===== config.mk =====
export PLATFORM = sky130hd
export DESIGN_NAME = stit_cell
export DESIGN_NICKNAME = d
export VERILOG_FILES = /design/src/rtl/stit_pkg.sv /design/src/rtl/stit_cell.sv
export SDC_FILE = /design/constraint.sdc
export NUM_CORES = 1
export LEC_CHECK = 0
export ABC_AREA = 1
export BUFFER_PORTS_ARGS = -buffer_cell sky130_fd_sc_hd__buf_2
export CORE_MARGIN = 2
export CORE_UTILIZATION = 40
export CTS_BUF_LIST = sky130_fd_sc_hd__clkbuf_16
export CTS_CLUSTER_SIZE = 8
export DETAILED_ROUTE_END_ITERATION = 7
export GPL_ROUTABILITY_DRIVEN = 0
export HOLD_SLACK_MARGIN = 0.08
export PLACE_DENSITY = 0.83
export SYNTH_ARGS = -nofsm -noshare
export SYNTH_HDL_FRONTEND = slang
export SYNTH_SLANG_ARGS = --single-unit

===== constraint.sdc =====
create_clock -name clk -period 4.6 [get_ports clk]
set_clock_uncertainty 0.05 [all_clocks]
set_input_delay 0.92 -clock clk [delete_from_list [all_inputs] [get_ports clk]]
set_output_delay 0.92 -clock clk [all_outputs]
set_load 0.05 [all_outputs]

===== src/rtl/stit_pkg.sv =====
// Types and constants of the sorted timestamp table.
package stit_pkg;

  localparam int ENTRIES = 64;
  localparam int CNT_W   = $clog2(ENTRIES + 1);
  localparam int FLD_W   = 7;
  localparam int TAG_W   = 16;

  localparam logic [FLD_W-1:0] MONTH_MAX = 7'd12;
  localparam logic [FLD_W-1:0] DAY_MAX   = 7'd31;

  typedef enum logic [2:0] {
    ST_STORED    = 3'd0,
    ST_BAD_MONTH = 3'd1,
    ST_BAD_DAY   = 3'd2,
    ST_FULL      = 3'd3,
    ST_LISTED    = 3'd4,
    ST_EMPTY     = 3'd5
  } status_t;

  // Command broadcast to every cell of the row.
  typedef enum logic [1:0] {
    OP_HOLD,
    OP_INSERT,
    OP_SHIFT_UP
  } cell_op_t;

  // Sort key, most significant part first, so the packed value compares in order.
  typedef struct packed {
    logic [FLD_W-1:0] month;
    logic [FLD_W-1:0] day;
    logic [FLD_W-1:0] hour;
    logic [FLD_W-1:0] minute;
    logic [FLD_W-1:0] second;
  } key_t;

  typedef struct packed {
    key_t             key;
    logic [TAG_W-1:0] tag;
  } entry_t;

  typedef struct packed {
    cell_op_t op;
    entry_t   item;
  } cell_cmd_t;

  typedef struct packed {
    logic [FLD_W-1:0] month;
    logic [FLD_W-1:0] day;
    logic [FLD_W-1:0] hour;
    logic [FLD_W-1:0] minute;
    logic [FLD_W-1:0] second;
    logic [TAG_W-1:0] message_tag;
  } request_t;

  typedef struct packed {
    status_t          status;
    logic [FLD_W-1:0] out_month;
    logic [FLD_W-1:0] out_day;
    logic [FLD_W-1:0] out_hour;
    logic [FLD_W-1:0] out_minute;
    logic [FLD_W-1:0] out_second;
    logic [TAG_W-1:0] out_tag;
    logic             last;
  } result_t;

endpackage


===== src/rtl/stit_cell.sv =====
// One cell of the sorted row: holds one entry, compares it and shifts.
module stit_cell (
  input  logic               clk,
  input  stit_pkg::cell_cmd_t cmd,
  input  logic               occupied,
  input  logic               ge_prev,
  input  stit_pkg::entry_t   prev_entry,
  input  stit_pkg::entry_t   next_entry,
  output logic               ge,
  output stit_pkg::entry_t   entry
);

  // An empty cell counts as larger, so the flags stay monotone along the row.
  assign ge = !occupied || (entry.key >= cmd.item.key);

  // Insert at the first larger-or-equal cell, push later cells down by one,
  // or move every entry one place toward the head during a listing.
  always_ff @(posedge clk) begin
    case (cmd.op)
      stit_pkg::OP_INSERT: begin
        if (ge_prev) begin
          entry <= prev_entry;
        end else if (ge) begin
          entry <= cmd.item;
        end
      end
      stit_pkg::OP_SHIFT_UP: begin
        entry <= next_entry;
      end
      default: begin
        entry <= entry;
      end
    endcase
  end

endmodule


==> results.cfg, run 1 <==
[status]
outcome = complete, no violations

[route]
drtIter0Drc = 151
via_count = 3779
wl_mm = 10.1
post_drt_wl_per_cell_um = 13.3
vias_per_cell = 4.98
drc = 0
firstDrtPassIters = 4
postRouteAntennaNets = 0

[floorplanning]
core_sq_mm = 0.00868
die_w_um = 98.4
die-area_sq_mm = 0.00968
initial_utilization_pct = 41.1
pin_count = 210
rows = 34
fp.dieH_um = 98.4

[cts]
clk_pin_slew_ns = 0.07
root_buffer = clkbuf_16
cts_tree = done
ctsHoldBuffers = 0
cts_buffers = 5
postCtsSetupRepairBufs = 0
htreeDepth = 2
clk_latency_ns = 0.28
clk_path_buf_depth = 2
post_cts_resized = 0
numClockSinks = 51

[min_path]
hold-path-cell-count = 3
hold_end = entry[22]$_DFFE_PP_
hold_path_class = in2reg
worstHoldStart = next_entry[22]

[synthesis]
synth_nets = 645
netlist.area_leader.share_pct = 43.0
syn_area_sq_mm = 0.00356
netlist_top_cells_area = edfxtp_1 43%, nand2_1 15%, ha_1 12%
avgSynthCellArea_sq_um = 7.89
synth_cell_type_count = 23
netlist_instances = 452
yosysTopAreaCell = edfxtp_1
ys_warn_count = 0
ys_seq_area_share_pct = 43.0
synth-seq-cells = 51

[sta]
timing.final.crit_share_pct = 72.6
hold_violations = 0
finalMaxSlewViolations = 0
tightest_slew_ns = 0.564
fmax_mhz = 299
rsz0062_at_grt = no
hold_ws_ns = 0.934
setup_tns_ns = 0
min_period_ns = 3.34
relSlewSlack_pct = 62.4
finalSetupViolCount = 0

[flow_run]
drv_cap = 0

[global_route]
grt_pass1_wl_mm = 16.1
grt_max_degree = 57
grt_overflow = 0
grt_antenna_before_repair = 0
grt.total_usage_pct = 20.4
grt_pass1_vias = 3628

[worst_setup_path]
slowest_delay_ns = 0.31
crit_fanout = 2
timing.rr.end = entry[15]$_DFFE_PP_
reg2reg_slack_ns = 2.06
slowest_stage = ha_1
worstSetupPathType = in2out
worstPathArrival_ns = 2.37
r2r_cells = 11
worstPathCellList = buf_2, inv_1, ha_1, nand2_1, inv_1, nand2_1, nor2_1, nand2_1, nand3_1, nand2_1, nand2_1, nand2_1, nand2_1, nand2_1, nand2_1, buf_2
worst_r2r_startpoint = entry[50]$_DFFE_PP_
critPathTopFamily = simple AND/OR/NAND/NOR gates
crit_path_start_kind = input pin
cpMostUsedCell = nand2_1
required_ns = 3.63
critPathBufInv = 4
endpoint_kind = output pin

[placement]
port_buffers = 209
dp_hpwl_mm = 8.01

[cells_and_area]
area_delta_synth_final_pct = 35.6
top_register = entry
top_regs = entry (51)
antenna_cells = 0
post-route-util_pct = 55.7
layout-drive-gt1-share_pct = 36.1
nets = 844
largest_reg_flops = 51

[power_and_ir_drop]
ir_drop_mv = 0.137
p_per_area_mw_per_mm2 = 291
p_leak_nw = 2.52
-- layout make-up --
cell class              instances  area (sq um)
fillers                       814          3850
multi-input cells             326          1750
flip-flops and latches         51          1530
repair buffers                214          1080
inverters                      53           199
well taps                     108           135
clock buffers                   5           125
clock inverters                 2          8.76
-- per-layer routing --
metal | wire (um) | track usage, %
met2 | 5140 | 38.7
met1 | 4120 | 23.9
met3 | 688 | 3.79
met4 | 131 | 4.32
met5 | 0 | 0
-- worst register-to-register path, delay by kind of cell (launching register included) --
kind / cells / cell delay, ns
adder cells (fa/ha/maj): 1 / 0.36
flip-flops: 1 / 0.40
buffers and inverters: 1 / 0.36
AND/OR/NAND/NOR: 9 / 1.03
-- logic make-up after synthesis --
family	after synthesis	synth area share (%)
adders and majority gates	35	12.3
and+or+nand+nor	220	24.7
AOI/OAI and AO/OA	71	11.8
buffers and inverters	75	8.25
DFF	51	43.0
-- cell usage after synthesis --
cell type    n
ha_1        35
and3_4       1
a31oi_1     52
nor4_1       1
inv_1       46
nand3_1      5
o21ai_1      1
edfxtp_1    51
nor2_4       1
nand3_2      1
nand4_1      3
inv_2        6
clkbuf_1    12
nor2_2       1
nand2_2      2
o21ai_0      4
nor3_1       1
buf_2       10
clkinv_1     1
nand2_1    143
a21oi_1     14
nor2_1      60
nand4_2      1
-- where the power goes --
group,internal (mW),switching [mW]
Clock,0.196,0.155
Sequential,0.567,0.0186
Combinational,0.151,0.317
Total,0.915,0.491
-- worst max path at each step --
stage | from | endpoint | cells after the start
6_report | cmd[19] | ge | 16
2_1_floorplan | cmd[50] | entry[0]$_DFFE_PP_ | 11
5_1_grt | cmd[24] | ge | 16
3_5_place_dp | cmd[19] | ge | 16
4_1_cts | cmd[19] | ge | 16
3_3_place_gp | cmd[19] | ge | 16
-- placed cells by master (no fill, tap or decap) --
cell         n
a21oi_1     14
a31oi_1     52
and3_4       1
buf_2      209
buf_4        5
clkbuf_16    5
clkinv_1     2
clkinv_2     1
edfxtp_1    51
ha_1        35
inv_1       46
inv_2        6
nand2_1    141
nand2_2      3
nand2_4      1
nand3_1      5
nand3_2      1
nand4_1      3
nand4_2      1
nor2_1      60
nor2_2       1
nor2_4       1
nor3_1       1
nor4_1       1
o21ai_0      4
o21ai_1      1
-- metrics by stage --
stage	power [mW]	instances	setup WS, ns	area, sq um
after floorplan	0.908	452	1.12	3560
after global placement	1.05	752	1.27	4700
after detailed placement	1.07	752	1.24	4700
after CTS	1.42	759	1.22	4830
after global routing	1.48	759	1.07	4830
final	1.41	759	1.26	4830
Note: power is estimated with default switching activity, not from simulation.
==> inputs of run 2 (changes only) <==
Clock period 4.6 ns to 3.2 ns, I/O delays scaled along.
==> run 2 against run 1 <==
- die area stayed put
- clock power is 92% higher
- sequential power is 44% higher
- combinational power is 44% higher
- design area is 1.1% higher
- total power is 56% higher
- clock-buffer cell count stayed put
- cell count is 0.13% higher
==> results.cfg, run 2 (synthesis gave the netlist of run 1 again) <==
[global_route]
grt_pass1_vias = 3763
grt_antenna_before_repair = 0
grt_overflow = 0
grt.total_usage_pct = 20.7
grt_max_degree = 57
grt_pass1_wl_mm = 16.5

[floorplanning]
die_w_um = 98.4
die-area_sq_mm = 0.00968
initial_utilization_pct = 41.1
fp.dieH_um = 98.4
rows = 34
pin_count = 210
core_sq_mm = 0.00868

[power_and_ir_drop]
p_leak_nw = 2.55
p_per_area_mw_per_mm2 = 448
ir_drop_mv = 0.280
p_total_mw = 2.19

[cells_and_area]
layout_commonest_cell = buf_2
fin_cells = 760
fill_cells = 817
seqCellArea_sq_mm = 0.00153
final_area_sq_mm = 0.00489
layout-drive-gt1-share_pct = 36.3
nets = 844
antenna_cells = 0
final_cell_mix = 209 x buf_2, 141 x nand2_1, 60 x nor2_1, 52 x a31oi_1, 51 x edfxtp_1
top_regs = entry (51)
top_register = entry
area_delta_synth_final_pct = 37.1
multi_input_area_sq_mm = 0.00175
post-route-util_pct = 56.3
largest_reg_flops = 51

[status]
outcome = complete, no violations

[worst_setup_path]
slowest_stage = ha_1
worstSetupPathType = in2out
worstPathCellList = buf_2, inv_1, ha_1, nand2_2, nor2_4, nand4_1, nor2_1, nand3_1, and3_4, nand2_1, buf_2
required_ns = 2.51
slowest_delay_ns = 0.32
worst_r2r_startpoint = entry[24]$_DFFE_PP_
reg2reg_slack_ns = 0.84
endpoint_kind = output pin
crit_path_start_kind = input pin
timing.rr.end = entry[11]$_DFFE_PP_
cpMostUsedCell = buf_2
critPathBufInv = 3
crit_fanout = 3
worstPathArrival_ns = 2.09
r2r_cells = 16
critPathTopFamily = simple AND/OR/NAND/NOR gates

[cts]
cts_tree = done
htreeDepth = 2
ctsHoldBuffers = 0
clk_pin_slew_ns = 0.07
clk_latency_ns = 0.29
post_cts_resized = 0
postCtsSetupRepairBufs = 0
root_buffer = clkbuf_16
cts_buffers = 5
numClockSinks = 51
clk_path_buf_depth = 2

[flow_run]
drv_cap = 0

[sta]
hold_ws_ns = 0.651
setup_tns_ns = 0
tightest_slew_ns = 0.569
fmax_mhz = 359
rsz0062_at_grt = no
finalSetupViolCount = 0
hold_violations = 0
finalMaxSlewViolations = 0
timing.final.crit_share_pct = 87.0
relSlewSlack_pct = 62.0
layout_setup_ws_ns = 0.415
min_period_ns = 2.78

[min_path]
hold-path-cell-count = 3
hold_end = entry[7]$_DFFE_PP_
worstHoldStart = next_entry[7]
hold_path_class = in2reg

[route]
drc = 0
via_count = 3807
vias_per_cell = 5.01
firstDrtPassIters = 4
postRouteAntennaNets = 0
wl_mm = 10.1
post_drt_wl_per_cell_um = 13.3
drtIter0Drc = 126

[placement]
placed_cells = 752
dp_hpwl_mm = 8.16
pre_cts_slack_ns = 0.390
port_buffers = 209
placed_area_sq_mm = 0.00470
## run 2: worst max-delay path by stage
stage | start | slack, ns | end | cells past startpoint
after detailed placement | cmd[19] | 0.39 | ge | 16
final | cmd[50] | 0.42 | ge | 11
after global placement | cmd[19] | 0.44 | ge | 16
after floorplan | entry[50]$_DFFE_PP_ | 0.44 | entry[0]$_DFFE_PP_ | 10
after CTS | cmd[19] | 0.38 | ge | 16
after global routing | cmd[24] | 0.27 | ge | 16
## run 2: worst min-delay path: stages
cell,delay [ns]
buf_2,0.07
nor2_1,0.03
a31oi_1,0.12
## run 2: layer usage
| metal | share of wire [%] | track usage, % | up-vias |
|---|---|---|---|
| li1 | - | - | 1907 |
| met1 | 40 | 23.4 | 1713 |
| met2 | 51 | 38.7 | 165 |
| met3 | 7.0 | 4.65 | 22 |
| met4 | 2.1 | 6.22 | 0 |
| met5 | 0 | 0 | - |
## run 2: where the power goes
group | internal (mW) | switching [mW] | total, mW
registers | 0.816 | 0.0262 | 0.842
clock network | 0.445 | 0.229 | 0.674
logic | 0.217 | 0.457 | 0.675
total | 1.48 | 0.712 | 2.19
## run 2: area by class of cell
type                    instances  area share (%)
clock buffers                   5            2.56
clock inverters                 3            1.31
inverters                      53            4.07
multi-input cells             326            35.8
flip-flops and latches         51            31.3
well taps                     108            2.76
repair buffers                214            22.2
==> inputs of run 3 (changes only) <==
Settings changed: ABC_AREA 1 to 0, PLACE_DENSITY 0.83 to 0.84.
==> run 3 against run 2 <==
- routed wire length down 0.63%
- sequential share of layout area fell by 0.40 points
- critical path depth decreased by 2
- sequential power up 5.3%
- largest cell class unchanged
- clock power fell by 23%
- synthesized cell count shrank 22%
- register-to-register slack got worse by 0.22 ns
- critical path type unchanged
- die area fell by 0.61%
==> results.cfg, run 3 <==
[global_route]
grt_overflow = 0
grt_pass1_vias = 3529
grt_pass1_wl_mm = 15.9
grt.total_usage_pct = 20.6
grt_antenna_before_repair = 0
grt_max_degree = 103

[worst_setup_path]
crit_fanout = 2
critPathBufInv = 3
worstSetupPathType = in2out
worstPathCellList = buf_2, inv_1, ha_1, a21oi_2, o21ai_0, a2111o_1, a2111oi_4, o21ai_1, buf_6
critPathTopFamily = compound AO/OA/AOI/OAI gates
slowest_delay_ns = 0.45
endpoint_kind = output pin
slowest_stage = a2111o_1
required_ns = 2.51
crit_path_start_kind = input pin
reg2reg_slack_ns = 0.62
worstPathArrival_ns = 2.40

[synthesis]
synth_nets = 547
synth-seq-cells = 51
synth_compound_area_share_pct = 14.1
avgSynthCellArea_sq_um = 10.0
netlist_instances = 354
ys_seq_area_share_pct = 43.2
ys_warn_count = 0
synthAdderAreaFrac_pct = 12.4
netlist_top_cells_area = edfxtp_1 43%, mux2i_1 14%, ha_1 12%
synth-simple-area-share_pct = 9.82
async_flop_share_pct = 0
synth_cell_type_count = 32
netlist.area_leader.share_pct = 43.2
synthFlopType = edfxtp_1
syn_area_sq_mm = 0.00354
synthMuxAreaShare_pct = 14.4
synth_top_family_by_area = multiplexers
synth_edf_count = 51
synth_xor_area_share_pct = 0.247
yosysTopAreaCell = edfxtp_1
synth_common_cells = 55 x nand2_1, 55 x o21ai_0, 51 x edfxtp_1, 51 x mux2i_1, 36 x inv_1

[route]
firstDrtPassIters = 4
wl_mm = 10.1
postRouteAntennaNets = 0
via_count = 3396
drc = 0
vias_per_cell = 5.09
drtIter0Drc = 124
post_drt_wl_per_cell_um = 15.1

[floorplanning]
die-area_sq_mm = 0.00962
rows = 34
die_w_um = 98.1
pin_count = 210
core_sq_mm = 0.00864
initial_utilization_pct = 41.0
fp.dieH_um = 98.1

[placement]
dp_hpwl_mm = 8.21
placed_area_sq_mm = 0.00477
port_buffers = 209

[power_and_ir_drop]
p_leak_nw = 2.45
net-switching-power_uw = 845
pwr-share-clk_pct = 23.0
ir_drop_mv = 0.238
swShare_pct = 37.4
seq_power_share_pct = 39.3
p_per_area_mw_per_mm2 = 457
p_total_mw = 2.26
pwr-share-comb_pct = 37.7
p_int_mw = 1.42

[cells_and_area]
area_delta_synth_final_pct = 39.7
largest_reg_flops = 51
antenna_cells = 0
seqCellArea_sq_mm = 0.00153
final_area_sq_mm = 0.00495
fill_cells = 744
nets = 751
layout_commonest_cell = buf_2
top_register = entry
multi_input_area_sq_mm = 0.00190
top_regs = entry (51)
layout-drive-gt1-share_pct = 41.9
final_cell_mix = 207 x buf_2, 55 x nand2_1, 54 x o21ai_0, 51 x mux2i_1, 51 x edfxtp_1

[sta]
finalSetupViolCount = 0
min_period_ns = 3.09
rsz0062_at_grt = no
hold_violations = 0
finalMaxSlewViolations = 0
timing.final.crit_share_pct = 96.5
setup_tns_ns = 0
fmax_mhz = 324
relSlewSlack_pct = 42.9
tightest_slew_ns = 0.856

[flow_run]
drv_cap = 0

[cts]
htreeDepth = 2
cts_buffers = 5
ctsHoldBuffers = 0
root_buffer = clkbuf_16
cts_tree = done
numClockSinks = 51
clk_latency_ns = 0.29
clk_pin_slew_ns = 0.07
clk_path_buf_depth = 2

[status]
outcome = complete, no violations

[min_path]
hold_path_class = in2reg
==> run 3: final cells by class <==
cell class              instances  area share [%]
repair buffers                214            22.3
inverters                      36            2.73
multi-input cells             250            38.4
flip-flops and latches         51            30.9
well taps                     108            2.73
clock buffers                   5            2.53
clock inverters                 3           0.303
==> run 3: worst paths after layout <==
check | endpoint | depth (start not counted) | from
hold / removal | entry[32]$_DFFE_PP_ | 3 | next_entry[32]
setup / recovery | ge | 9 | cmd[20]
hold reg to reg | entry[39]$_DFFE_PP_ | 5 | entry[46]$_DFFE_PP_
setup reg to reg | entry[31]$_DFFE_PP_ | 8 | entry[20]$_DFFE_PP_
==> run 3: worst register-to-register path, stage by stage, from the launching register on <==
cell	delay, ns
edfxtp_1	0.41
ha_1	0.32
a21oi_2	0.12
o21ai_0	0.08
a2111o_1	0.45
a2111oi_4	0.38
buf_4	0.18
a311oi_4	0.10
buf_4	0.24
==> run 3: logic make-up after synthesis <==
group | after synthesis
and+or+nand+nor | 79
muxes | 51
buffers and inverters | 53
adders and majority gates | 35
xor gates and xnor gates | 1
AOI/OAI and AO/OA | 84
DFF | 51
==> run 3: stage by stage <==
step / hold slack (ns) / cells / util [%] / setup slack, ns
2_1_floorplan: 0.777 / 354 / - / -0.431
3_3_place_gp: 0.862 / 659 / 55.2 / -0.0241
3_5_place_dp: 0.868 / 659 / 55.2 / -0.0807
4_1_cts: 0.569 / 667 / 56.9 / 0.0385
5_1_grt: 0.583 / 667 / 57.3 / 0.0212
6_report: 0.576 / 667 / 57.3 / 0.113
==> run 3: power groups by stage <==
| stage | logic [mW] | clock network (mW) | registers, mW |
|---|---|---|---|
| 2_1_floorplan | 0.290 | 0 | 1.18 |
| 3_3_place_gp | 0.821 | 0 | 0.897 |
| 3_5_place_dp | 0.847 | 0 | 0.901 |
| 4_1_cts | 0.853 | 0.535 | 0.886 |
| 5_1_grt | 0.920 | 0.555 | 0.897 |
| 6_report | 0.852 | 0.521 | 0.887 |
==> run 3: layer usage <==
layer / part of all wire, % / GRT usage [%] / wire (um)
met5: 0 / 0 / 0
met2: 53 / 41.1 / 5360
met3: 6.9 / 4.37 / 692
met4: 1.4 / 5.13 / 144
met1: 38 / 21.6 / 3860
==> run 3: what timing repair did <==
item	4_1_cts	5_1_grt
setup buffers	0	0
pin swaps	2	5
resized for setup	3	4
endpoints found under the setup margin	1	1
